File: config.mk
export PLATFORM = sky130hd
export DESIGN_NAME = sha1_stream_hasher_flat
export DESIGN_NICKNAME = d
export VERILOG_FILES = /design/src/rtl/sha1_pkg.sv /design/src/rtl/sha1_byte_if.sv /design/src/rtl/sha1_digest_if.sv /design/src/rtl/sha1_stream_hasher.sv /design/src/flat_wrapper.sv
export SDC_FILE = /design/constraint.sdc
export NUM_CORES = 2
export LEC_CHECK = 0
export BUFFER_PORTS_ARGS = -buffer_cell sky130_fd_sc_hd__buf_2
export CAP_MARGIN = 20
export CORE_MARGIN = 8
export CORE_UTILIZATION = 50
export DETAILED_ROUTE_END_ITERATION = 12
export MAX_ROUTING_LAYER = met4
export PLACE_DENSITY_LB_ADDON = 0.25
export SLEW_MARGIN = 0
export SYNTH_ARGS = -nofsm -noshare
export SYNTH_HDL_FRONTEND = slang
export SYNTH_SLANG_ARGS = --single-unit
File: constraint.sdc
create_clock -name clk -period 18.62 [get_ports clk]
set_clock_uncertainty 0.2 [all_clocks]
set_input_delay 0.931 -clock clk [delete_from_list [all_inputs] [get_ports clk]]
set_output_delay 0.931 -clock clk [all_outputs]
set_load 0.02 [all_outputs]
File: src/rtl/sha1_pkg.sv
// ============================================================================
// sha1_pkg
// Shared types, round constants and helper functions of the SHA-1 hasher.
// ============================================================================
package sha1_pkg;

    localparam int BLOCK_WORDS = 16;
    localparam int CHAIN_WORDS = 5;
    localparam int ROUNDS      = 80;
    localparam int COUNT_W     = 61;

    // Sequencer states
    typedef enum logic [2:0] {
        ST_IDLE,    // take message bytes
        ST_PAD,     // write padding words into the block memory
        ST_CINIT,   // load working variables from the chain memory
        ST_ROUND,   // one SHA-1 round per cycle
        ST_FINAL,   // add working variables into the chain memory
        ST_ORD,     // read one digest word
        ST_OLD      // hand the digest word to the output register
    } state_t;

    // What follows a compression
    typedef enum logic [1:0] {
        PH_MSG,      // block of message bytes
        PH_PAD_A,    // padding block without the length field
        PH_PAD_LAST  // block that carries the length field
    } phase_t;

    localparam logic [31:0] K_0 = 32'h5A82_7999;
    localparam logic [31:0] K_1 = 32'h6ED9_EBA1;
    localparam logic [31:0] K_2 = 32'h8F1B_BCDC;
    localparam logic [31:0] K_3 = 32'hCA62_C1D6;

    localparam logic [7:0] PAD_MARK = 8'b1000_0000;

    // Initial chain value of one word
    function automatic logic [31:0] h_init(input logic [2:0] idx);
        logic [31:0] h;
        unique case (idx)
            3'd0:    h = 32'h6745_2301;
            3'd1:    h = 32'hEFCD_AB89;
            3'd2:    h = 32'h98BA_DCFE;
            3'd3:    h = 32'h1032_5476;
            3'd4:    h = 32'hC3D2_E1F0;
            default: h = '0;
        endcase
        return h;
    endfunction

    // Round function by round number
    function automatic logic [31:0] round_f(input logic [6:0] t, input logic [31:0] b,
                                            input logic [31:0] c, input logic [31:0] d);
        logic [31:0] f;
        priority if (t < 7'd20)
            f = (b & c) | (~b & d);
        else if (t < 7'd40)
            f = b ^ c ^ d;
        else if (t < 7'd60)
            f = (b & c) | (b & d) | (c & d);
        else
            f = b ^ c ^ d;
        return f;
    endfunction

    // Round constant by round number
    function automatic logic [31:0] round_k(input logic [6:0] t);
        logic [31:0] k;
        priority if (t < 7'd20)
            k = K_0;
        else if (t < 7'd40)
            k = K_1;
        else if (t < 7'd60)
            k = K_2;
        else
            k = K_3;
        return k;
    endfunction

endpackage

File: src/rtl/sha1_byte_if.sv
// ============================================================================
// sha1_byte_if
// Byte channel into the hasher: one message byte with valid and end flags.
// ============================================================================
interface sha1_byte_if;
    logic       valid;
    logic       ready;
    logic [7:0] data_byte;
    logic       byte_valid;
    logic       last_byte;

    modport source (output valid, data_byte, byte_valid, last_byte, input ready);
    modport sink   (input valid, data_byte, byte_valid, last_byte, output ready);
endinterface

File: src/rtl/sha1_digest_if.sv
// ============================================================================
// sha1_digest_if
// Digest channel out of the hasher: one 32-bit digest word per transfer.
// ============================================================================
interface sha1_digest_if;
    logic        valid;
    logic        ready;
    logic [31:0] digest_word;
    logic [2:0]  word_index;
    logic        last_word;

    modport source (output valid, digest_word, word_index, last_word, input ready);
    modport sink   (input valid, digest_word, word_index, last_word, output ready);
endinterface

File: src/rtl/sha1_stream_hasher.sv
// ============================================================================
// sha1_stream_hasher
// Streaming SHA-1: bytes in, five digest words out at the end of a message.
// ============================================================================
// Usage:
//   byte_in carries one transfer per byte: data_byte with byte_valid, and
//   last_byte to end the message. last_byte with byte_valid low ends the
//   message without a byte (an empty message is legal).
//   digest_out returns H0..H4 as five transfers, word_index 0..4, last_word
//   on the fifth.
// Timing:
//   Bytes are taken only in the idle state. The byte that fills a 64-byte
//   block starts a compression: chain reads, 80 rounds at one per cycle
//   through the single round adder, then write back.
//   At message end: 1 to 16 padding word writes, one or two compressions,
//   then for each digest word a chain memory read and a load.
// Reset:
//   Control clears at once; the chain memory has a valid bit per word, so a
//   word never written reads as its initial value. No clearing pass.
// Stalls:
//   The digest word waits in an output register; while it waits the block
//   stops before loading the next word. Once the fifth word sits in the
//   register, new bytes are taken again.
// ============================================================================
module sha1_stream_hasher (
    input  logic   clk,
    input  logic   rst_n,
    sha1_byte_if.sink     byte_in,
    sha1_digest_if.source digest_out
);
    import sha1_pkg::*;

    // ------------------------------------------------------------------
    // Declarations
    // ------------------------------------------------------------------
    state_t               state_reg, state_next;
    phase_t               phase_reg;
    logic                 fin_reg;
    logic [6:0]           seq_reg;
    logic [COUNT_W-1:0]   count_reg;
    logic [23:0]          acc_reg;
    logic [3:0]           pad_w_reg;
    logic                 pad_first_reg;
    logic                 pass2_reg;
    logic [2:0]           oidx_reg;
    logic [CHAIN_WORDS-1:0] chain_vld_reg;

    logic                 out_valid_reg;
    logic [31:0]          out_word_reg;
    logic [2:0]           out_idx_reg;

    logic [31:0]          a_reg, b_reg, c_reg, d_reg, e_reg;
    logic [31:0]          sched_reg [BLOCK_WORDS];

    logic [31:0]          blk_mem [BLOCK_WORDS];
    logic [31:0]          blk_rdata_reg;
    logic [31:0]          chain_mem [CHAIN_WORDS];
    logic [31:0]          chain_rdata_reg;
    logic                 chain_rvld_reg;
    logic [2:0]           chain_raddr_q_reg;

    logic                 in_ready;
    logic                 in_fire;
    logic                 out_load;
    logic [5:0]           pos;
    logic                 pad_len;
    logic [3:0]           pad_cur;
    logic [31:0]          pad_word;
    logic [63:0]          bit_len;

    logic                 blk_we;
    logic [3:0]           blk_waddr;
    logic [31:0]          blk_wdata;
    logic                 blk_re;
    logic [3:0]           blk_raddr;
    logic                 chain_re;
    logic [2:0]           chain_raddr;
    logic                 chain_we;
    logic [2:0]           chain_waddr;
    logic [31:0]          chain_wdata;
    logic [31:0]          chain_eff;

    logic [31:0]          w_cur;
    logic [31:0]          w_exp;
    logic [31:0]          round_tmp;

    // ------------------------------------------------------------------
    // Common terms
    // ------------------------------------------------------------------
    assign pos      = count_reg[5:0];
    assign in_fire  = byte_in.valid && in_ready;
    assign out_load = (state_reg == ST_OLD) && (!out_valid_reg || digest_out.ready);
    assign bit_len  = {count_reg, 3'b000};
    assign pad_len  = pass2_reg || (count_reg[5:3] != 3'd7);
    assign pad_cur  = pad_first_reg ? count_reg[5:2] : pad_w_reg;
    assign chain_eff = chain_rvld_reg ? chain_rdata_reg : h_init(chain_raddr_q_reg);

    // Build the current padding word
    always_comb
    begin
        pad_word = '0;
        if (pad_first_reg)
        begin
            unique case (count_reg[1:0])
                2'd0: pad_word = {PAD_MARK, 24'h0};
                2'd1: pad_word = {acc_reg[7:0], PAD_MARK, 16'h0};
                2'd2: pad_word = {acc_reg[15:0], PAD_MARK, 8'h0};
                2'd3: pad_word = {acc_reg[23:0], PAD_MARK};
            endcase
        end
        else if (pad_len && pad_cur == 4'd14)
            pad_word = bit_len[63:32];
        else if (pad_len && pad_cur == 4'd15)
            pad_word = bit_len[31:0];
    end

    // Message schedule and round sum
    assign w_exp = {sched_reg[13][30:0] ^ sched_reg[8][30:0] ^ sched_reg[2][30:0]
                    ^ sched_reg[0][30:0],
                    sched_reg[13][31] ^ sched_reg[8][31] ^ sched_reg[2][31]
                    ^ sched_reg[0][31]};
    assign w_cur = (seq_reg[6:4] == 3'd0) ? blk_rdata_reg : w_exp;
    assign round_tmp = {a_reg[26:0], a_reg[31:27]} + round_f(seq_reg, b_reg, c_reg, d_reg)
                       + e_reg + w_cur + round_k(seq_reg);

    // ------------------------------------------------------------------
    // Next state
    // ------------------------------------------------------------------
    always_comb
    begin
        state_next = state_reg;
        unique case (state_reg)
            ST_IDLE:
            begin
                if (in_fire)
                begin
                    if (byte_in.byte_valid && pos == 6'd63)
                        state_next = ST_CINIT;
                    else if (byte_in.last_byte)
                        state_next = ST_PAD;
                end
            end
            ST_PAD:
            begin
                if (pad_cur == 4'd15)
                    state_next = ST_CINIT;
            end
            ST_CINIT:
            begin
                if (seq_reg == 7'd5)
                    state_next = ST_ROUND;
            end
            ST_ROUND:
            begin
                if (seq_reg == 7'(ROUNDS - 1))
                    state_next = ST_FINAL;
            end
            ST_FINAL:
            begin
                if (seq_reg == 7'd5)
                begin
                    unique case (phase_reg)
                        PH_MSG:      state_next = fin_reg ? ST_PAD : ST_IDLE;
                        PH_PAD_A:    state_next = ST_PAD;
                        PH_PAD_LAST: state_next = ST_ORD;
                        default:     state_next = ST_IDLE;
                    endcase
                end
            end
            ST_ORD:
                state_next = ST_OLD;
            ST_OLD:
            begin
                if (out_load)
                    state_next = (oidx_reg == 3'd4) ? ST_IDLE : ST_ORD;
            end
            default:
                state_next = ST_IDLE;
        endcase
    end

    // ------------------------------------------------------------------
    // Memory controls and handshake
    // ------------------------------------------------------------------
    always_comb
    begin
        in_ready    = 1'b0;
        blk_we      = 1'b0;
        blk_waddr   = pos[5:2];
        blk_wdata   = {acc_reg, byte_in.data_byte};
        blk_re      = 1'b0;
        blk_raddr   = '0;
        chain_re    = 1'b0;
        chain_raddr = seq_reg[2:0];
        chain_we    = 1'b0;
        chain_waddr = seq_reg[2:0] - 3'd1;
        chain_wdata = chain_eff + a_reg;
        unique case (state_reg)
            ST_IDLE:
            begin
                in_ready = 1'b1;
                blk_we   = in_fire && byte_in.byte_valid && (pos[1:0] == 2'b11);
            end
            ST_PAD:
            begin
                blk_we    = 1'b1;
                blk_waddr = pad_cur;
                blk_wdata = pad_word;
            end
            ST_CINIT:
            begin
                chain_re = (seq_reg < 7'd5);
                blk_re   = (seq_reg == 7'd5);
            end
            ST_ROUND:
            begin
                blk_re    = (seq_reg < 7'(BLOCK_WORDS - 1));
                blk_raddr = seq_reg[3:0] + 4'd1;
            end
            ST_FINAL:
            begin
                chain_re = (seq_reg < 7'd5);
                chain_we = (seq_reg != 7'd0);
            end
            ST_ORD:
            begin
                chain_re    = 1'b1;
                chain_raddr = oidx_reg;
            end
            ST_OLD:
                ;
            default:
                ;
        endcase
    end

    assign byte_in.ready          = in_ready;
    assign digest_out.valid       = out_valid_reg;
    assign digest_out.digest_word = out_word_reg;
    assign digest_out.word_index  = out_idx_reg;
    assign digest_out.last_word   = (out_idx_reg == 3'd4);

    // ------------------------------------------------------------------
    // Memories: one write and one registered read per cycle each
    // ------------------------------------------------------------------
    always_ff @(posedge clk)
    begin
        if (blk_we)
            blk_mem[blk_waddr] <= blk_wdata;
        if (blk_re)
            blk_rdata_reg <= blk_mem[blk_raddr];
    end

    always_ff @(posedge clk)
    begin
        if (chain_we)
            chain_mem[chain_waddr] <= chain_wdata;
        if (chain_re)
        begin
            chain_rdata_reg   <= chain_mem[chain_raddr];
            chain_raddr_q_reg <= chain_raddr;
        end
    end

    // ------------------------------------------------------------------
    // Control registers
    // ------------------------------------------------------------------
    always_ff @(posedge clk or negedge rst_n)
    begin
        if (!rst_n)
        begin
            state_reg      <= ST_IDLE;
            phase_reg      <= PH_MSG;
            fin_reg        <= 1'b0;
            seq_reg        <= '0;
            count_reg      <= '0;
            pad_w_reg      <= '0;
            pad_first_reg  <= 1'b0;
            pass2_reg      <= 1'b0;
            oidx_reg       <= '0;
            chain_vld_reg  <= '0;
            chain_rvld_reg <= 1'b0;
            out_valid_reg  <= 1'b0;
        end
        else
        begin
            state_reg <= state_next;

            // Advance the step counter inside a state, restart on change
            if (state_next == state_reg)
                seq_reg <= seq_reg + 7'd1;
            else
                seq_reg <= '0;

            // Take a byte, remember a pending message end
            if (in_fire)
            begin
                if (byte_in.byte_valid)
                    count_reg <= count_reg + COUNT_W'(1);
                fin_reg <= byte_in.last_byte;
            end

            // Pick the continuation of a compression
            if (state_reg == ST_IDLE && state_next == ST_CINIT)
                phase_reg <= PH_MSG;
            else if (state_reg == ST_PAD && state_next == ST_CINIT)
                phase_reg <= pad_len ? PH_PAD_LAST : PH_PAD_A;

            // Padding word pointer
            if (state_reg != ST_PAD && state_next == ST_PAD)
            begin
                pass2_reg     <= (state_reg == ST_FINAL) && (phase_reg == PH_PAD_A);
                pad_first_reg <= !((state_reg == ST_FINAL) && (phase_reg == PH_PAD_A));
                pad_w_reg     <= '0;
            end
            else if (state_reg == ST_PAD)
            begin
                pad_first_reg <= 1'b0;
                pad_w_reg     <= pad_cur + 4'd1;
            end

            // Track chain words written since the last digest
            if (chain_re)
                chain_rvld_reg <= chain_vld_reg[chain_raddr];
            if (chain_we)
                chain_vld_reg[chain_waddr] <= 1'b1;

            // Digest word sequencing; drop the chain after the fifth word
            if (state_reg == ST_FINAL && state_next == ST_ORD)
                oidx_reg <= '0;
            else if (out_load)
            begin
                oidx_reg <= oidx_reg + 3'd1;
                if (oidx_reg == 3'd4)
                begin
                    chain_vld_reg <= '0;
                    count_reg     <= '0;
                    fin_reg       <= 1'b0;
                end
            end

            // Output register
            if (out_load)
                out_valid_reg <= 1'b1;
            else if (digest_out.ready)
                out_valid_reg <= 1'b0;
        end
    end

    // ------------------------------------------------------------------
    // Datapath registers
    // ------------------------------------------------------------------
    always_ff @(posedge clk)
    begin
        // Collect bytes of the current word
        if (in_fire && byte_in.byte_valid)
            acc_reg <= {acc_reg[15:0], byte_in.data_byte};

        // Load working variables, shifting in H0..H4
        if (state_reg == ST_CINIT && seq_reg != 7'd0)
        begin
            a_reg <= b_reg;
            b_reg <= c_reg;
            c_reg <= d_reg;
            d_reg <= e_reg;
            e_reg <= chain_eff;
        end
        // One round
        else if (state_reg == ST_ROUND)
        begin
            a_reg <= round_tmp;
            b_reg <= a_reg;
            c_reg <= {b_reg[1:0], b_reg[31:2]};
            d_reg <= c_reg;
            e_reg <= d_reg;
        end
        // Shift the next variable up for the chain update
        else if (state_reg == ST_FINAL && seq_reg != 7'd0)
        begin
            a_reg <= b_reg;
            b_reg <= c_reg;
            c_reg <= d_reg;
            d_reg <= e_reg;
        end

        // Schedule window, oldest word at the bottom
        if (state_reg == ST_ROUND)
        begin
            for (int i = 0; i < BLOCK_WORDS - 1; i++)
                sched_reg[i] <= sched_reg[i + 1];
            sched_reg[BLOCK_WORDS - 1] <= w_cur;
        end

        if (out_load)
        begin
            out_word_reg <= chain_eff;
            out_idx_reg  <= oidx_reg;
        end
    end

    // ------------------------------------------------------------------
    // Assertions
    // ------------------------------------------------------------------
    a_chain_clear: assert property (@(posedge clk) disable iff (!rst_n)
        (out_load && oidx_reg == 3'd4) |=> (chain_vld_reg == '0 && count_reg == '0))
        else $error("chain not returned to its initial value after the digest");

    a_no_blk_write_in_rounds: assert property (@(posedge clk) disable iff (!rst_n)
        (state_reg == ST_ROUND || state_reg == ST_CINIT) |-> !blk_we)
        else $error("block memory written during compression");

    a_chain_rw_apart: assert property (@(posedge clk) disable iff (!rst_n)
        (chain_we && chain_re) |-> (chain_waddr != chain_raddr))
        else $error("chain memory read and write hit the same word");

endmodule
File: src/flat_wrapper.sv
// flat-port wrapper written by rule: the top's interface ports become plain ports
module sha1_stream_hasher_flat import sha1_pkg::*;
  (clk, rst_n, byte_in_valid, byte_in_data_byte, byte_in_byte_valid, byte_in_last_byte, byte_in_ready, digest_out_valid, digest_out_digest_word, digest_out_word_index, digest_out_last_word, digest_out_ready);
  sha1_byte_if byte_in_i ();
  sha1_digest_if digest_out_i ();
  input  logic clk;
  input  logic rst_n;
  input wire logic [$bits(byte_in_i.valid)-1:0] byte_in_valid;
  input wire logic [$bits(byte_in_i.data_byte)-1:0] byte_in_data_byte;
  input wire logic [$bits(byte_in_i.byte_valid)-1:0] byte_in_byte_valid;
  input wire logic [$bits(byte_in_i.last_byte)-1:0] byte_in_last_byte;
  output wire logic [$bits(byte_in_i.ready)-1:0] byte_in_ready;
  output wire logic [$bits(digest_out_i.valid)-1:0] digest_out_valid;
  output wire logic [$bits(digest_out_i.digest_word)-1:0] digest_out_digest_word;
  output wire logic [$bits(digest_out_i.word_index)-1:0] digest_out_word_index;
  output wire logic [$bits(digest_out_i.last_word)-1:0] digest_out_last_word;
  input wire logic [$bits(digest_out_i.ready)-1:0] digest_out_ready;
  assign byte_in_i.valid = byte_in_valid;
  assign byte_in_i.data_byte = byte_in_data_byte;
  assign byte_in_i.byte_valid = byte_in_byte_valid;
  assign byte_in_i.last_byte = byte_in_last_byte;
  assign byte_in_ready = byte_in_i.ready;
  assign digest_out_valid = digest_out_i.valid;
  assign digest_out_digest_word = digest_out_i.digest_word;
  assign digest_out_word_index = digest_out_i.word_index;
  assign digest_out_last_word = digest_out_i.last_word;
  assign digest_out_i.ready = digest_out_ready;
  sha1_stream_hasher u_core (.clk(clk), .rst_n(rst_n), .byte_in(byte_in_i), .digest_out(digest_out_i));
endmodule
==> impl_metrics.json <==
{
  "worst_slew_margin_rel": 0.235,
  "cp_cell_sequence": "a41oi_1, inv_1, nor2_1, inv_2, nand2_1, buf_4, o21ai_0, fa_1, inv_1, fa_1, inv_1, fa_1, inv_1, ha_1, and3_1, a221oi_2, o2bb2ai_1, o221ai_2, a221oi_2, o2111a_1, o21bai_1, a21oi_1, xor2_1, o21ai_1",
  "required_ns": 18.92,
  "cts_max_level": 4,
  "hold_end": "u_core.acc_reg[0]$_DFFE_PP_",
  "p_per_area_mw_per_mm2": 148,
  "ys.flop_type": "edfxtp_1",
  "rsz0062_at_grt": "false",
  "die-area_mm2": 0.145,
  "cts_buffers": 157,
  "critical_path_buf_inv_count": 6,
  "clk_path_buf_depth": 3,
  "antenna_left": 0,
  "post-dp-hpwl_um": 88900,
  "first_global_vias": 36500,
  "fin_crit_ns": 7.84,
  "drv_slew": 0,
  "die_w_um": 381,
  "fin_nets": 5023,
  "critPathKind": "reg -> reg",
  "finalSetupTns_ns": 0,
  "worstPathMaxFanout": 35,
  "clkPwrFrac": 0.284,
  "slowest_delay_ns": 0.92,
  "viasPerCell": 5.67,
  "p_leak_nw": 26.5,
  "core_mm2": 0.133,
  "clock-sinks": 1560,
  "rows": 134,
  "post-route-drc-count": 0,
  "post-cts-setup-buffers": 0,
  "hold_buffers": 1,
  "finalPower_mw": 10.9,
  "setup_viol": 0,
  "ir_drop_mv": 0.105,
  "syn_area_mm2": 0.0665,
  "p_int_mw": 7.39,
  "ys_warn_count": 0,
  "clk_pin_slew_ns": 0.06,
  "drt_iter0_markers": 3578,
  "cts_resized": 0,
  "synth_nets": 4950,
  "hold_depth": 1,
  "cpLargestDelayFamily": "compound AO/OA/AOI/OAI gates",
  "fin_hold_ws_ns": 0.140,
  "synth_edf_count": 1470,
  "start_util": 0.501,
  "gr-total-overflow": 0,
  "synthAdderAreaFrac": 0.0572,
  "cts_tree": "yes",
  "routed_wl_um": 150000,
  "drv_cap": 0,
  "status": "finished clean",
  "seqPwrFrac": 0.438,
  "async_flop_share": 0.0577,
  "syn_inst": 4704,
  "drt-wirelength-per-cell_um": 22.5,
  "r2r_cells": 24,
  "synth_compound_area_frac": 0.0829,
  "n_fill_cell": 10500,
  "synth_top_family_by_area": "simple AND/OR/NAND/NOR gates",
  "antenna_found_initial": 6,
  "track_usage": 0.209,
  "pwr-share-comb": 0.278,
  "period_share": 0.421,
  "synth_top_area_share": 0.664,
  "ys_ff_latch": 1560,
  "worstMarginPinSlew_ns": 1.14,
  "yosys.area_share.simple": 0.0872,
  "area_growth_pct": 11.5,
  "root_buffer": "clkbuf_16",
  "final_cell_mix": "edfxtp_1, nand2_1, o21ai_0",
  "startpoint_type": "flip-flop",
  "numPortBuffers": 51,
  "yosysTopAreaCell": "edfxtp_1",
  "first_pass_iters": 6,
  "yosysSeqAreaShare": 0.698,
  "regToRegSetupSlack_ns": 10.78,
  "muxShareOfSynthArea": 0.0210,
  "die-height_um": 381,
  "grt_max_degree": 102,
  "arrival_ns": 8.14,
  "hold_violations": 0,
  "drive_gt1_frac": 0.100,
  "rr_endpoint": "u_core.a_reg[30]$_DFFE_PP_",
  "timing.final.ws_setup_ns": 10.78,
  "min_from": "byte_in_data_byte[0]",
  "r2r-start": "u_core.seq_reg[5]$_DFF_PN0_",
  "min_path_type": "in -> reg",
  "cp-end-kind": "flip-flop",
  "gp_congestion": 0.854,
  "post_synth_num_cell_types": 79,
  "num_vias": 37800,
  "yosys-top-cells-area": "edfxtp_1, nand2_1, fa_1",
  "switching_share": 0.325,
  "clock.fmax_mhz": 127,
  "grt_first_pass_wirelength_um": 227000,
  "switchingPower_mw": 3.55,
  "io_pins": 52,
  "avgSynthCellArea_um2": 14.1,
  "mostFrequentLayoutCell": "edfxtp_1",
  "synth_xor_area_frac": 0.0295,
  "slowest_stage": "a41oi_1",
  "cp_common_cell": "inv_1",
  "clk_latency_ns": 0.78,
  "preCtsSetupSlack_ns": 10.85
}
## cell type report
class	instances	area [µm²]	area share
Sequential cell	1560	46400	0.626
Clock buffer	192	4170	0.0562
Multi-Input combinational cell	2725	18800	0.253
Tap cell	1768	2210	0.0298
Inverter	192	729	0.00984
Timing Repair Buffer	141	956	0.0129
Antenna cell	2	5.00	0.0000675
Clock inverter	82	882	0.0119
## kinds of logic after synthesis
kind of cell    Yosys count
flops                  1560
simple gates           1301
compound gates          849
buf+inv                 419
fa+ha+maj               232
xor+xnor                224
mux                     119
## synth_stat cells (62+ instances only)
cell type	count
edfxtp_1	1470
nand2_1	729
o21ai_0	256
nor2_1	201
inv_1	190
clkbuf_1	171
xnor2_1	149
a21oi_1	143
a211oi_1	122
fa_1	120
ha_1	112
nor2b_1	97
dfrtp_1	90
xor2_1	75
nand3_1	70
mux2i_1	62
## per-stage QoR
| stage | instance area (µm²) | utilization | std cells |
|---|---|---|---|
| 5_1_grt | 74100 | 0.558 | 6660 |
| 3_5_place_dp | 69000 | 0.520 | 6382 |
| 6_report | 74100 | 0.558 | 6662 |
| 4_1_cts | 74100 | 0.558 | 6657 |
| 3_3_place_gp | 69000 | 0.520 | 6382 |
| 2_1_floorplan | 66500 | - | 4704 |
## metal layers
metal / global-route usage / vias up / wire length [µm]
met5: - / - / 0
li1: - / 17400 / -
met4: 0.0658 / 0 / 4410
met3: 0.0306 / 273 / 7900
met2: 0.327 / 1088 / 71600
met1: 0.285 / 19100 / 65700
## how the worst max path moves through the flow
stage / from / to / slack [ns] / cells after the start
2_1_floorplan: u_core.state_reg[1]$_DFF_PN0_ / u_core.sched_reg[0][0]$_DFFE_PP_ / 2.07 / 6
3_3_place_gp: u_core.seq_reg[5]$_DFF_PN0_ / u_core.a_reg[30]$_DFFE_PP_ / 10.94 / 24
3_5_place_dp: u_core.seq_reg[5]$_DFF_PN0_ / u_core.a_reg[30]$_DFFE_PP_ / 10.85 / 24
4_1_cts: u_core.seq_reg[5]$_DFF_PN0_ / u_core.a_reg[30]$_DFFE_PP_ / 10.86 / 24
5_1_grt: u_core.seq_reg[4]$_DFF_PN0_ / u_core.a_reg[30]$_DFFE_PP_ / 10.43 / 24
6_report: u_core.seq_reg[5]$_DFF_PN0_ / u_core.a_reg[30]$_DFFE_PP_ / 10.78 / 24
## power by group through the flow
| stage | Sequential (mW) | Clock (mW) | Combinational [mW] |
|---|---|---|---|
| 4_1_cts | 4.79 | 3.17 | 3.04 |
| 3_5_place_dp | 4.86 | 0 | 3.02 |
| 3_3_place_gp | 4.85 | 0 | 2.97 |
| 6_report | 4.79 | 3.11 | 3.04 |
| 5_1_grt | 4.83 | 3.30 | 3.37 |
| 2_1_floorplan | 4.88 | 0 | 2.14 |
Note: power is estimated with default switching activity, not from simulation.
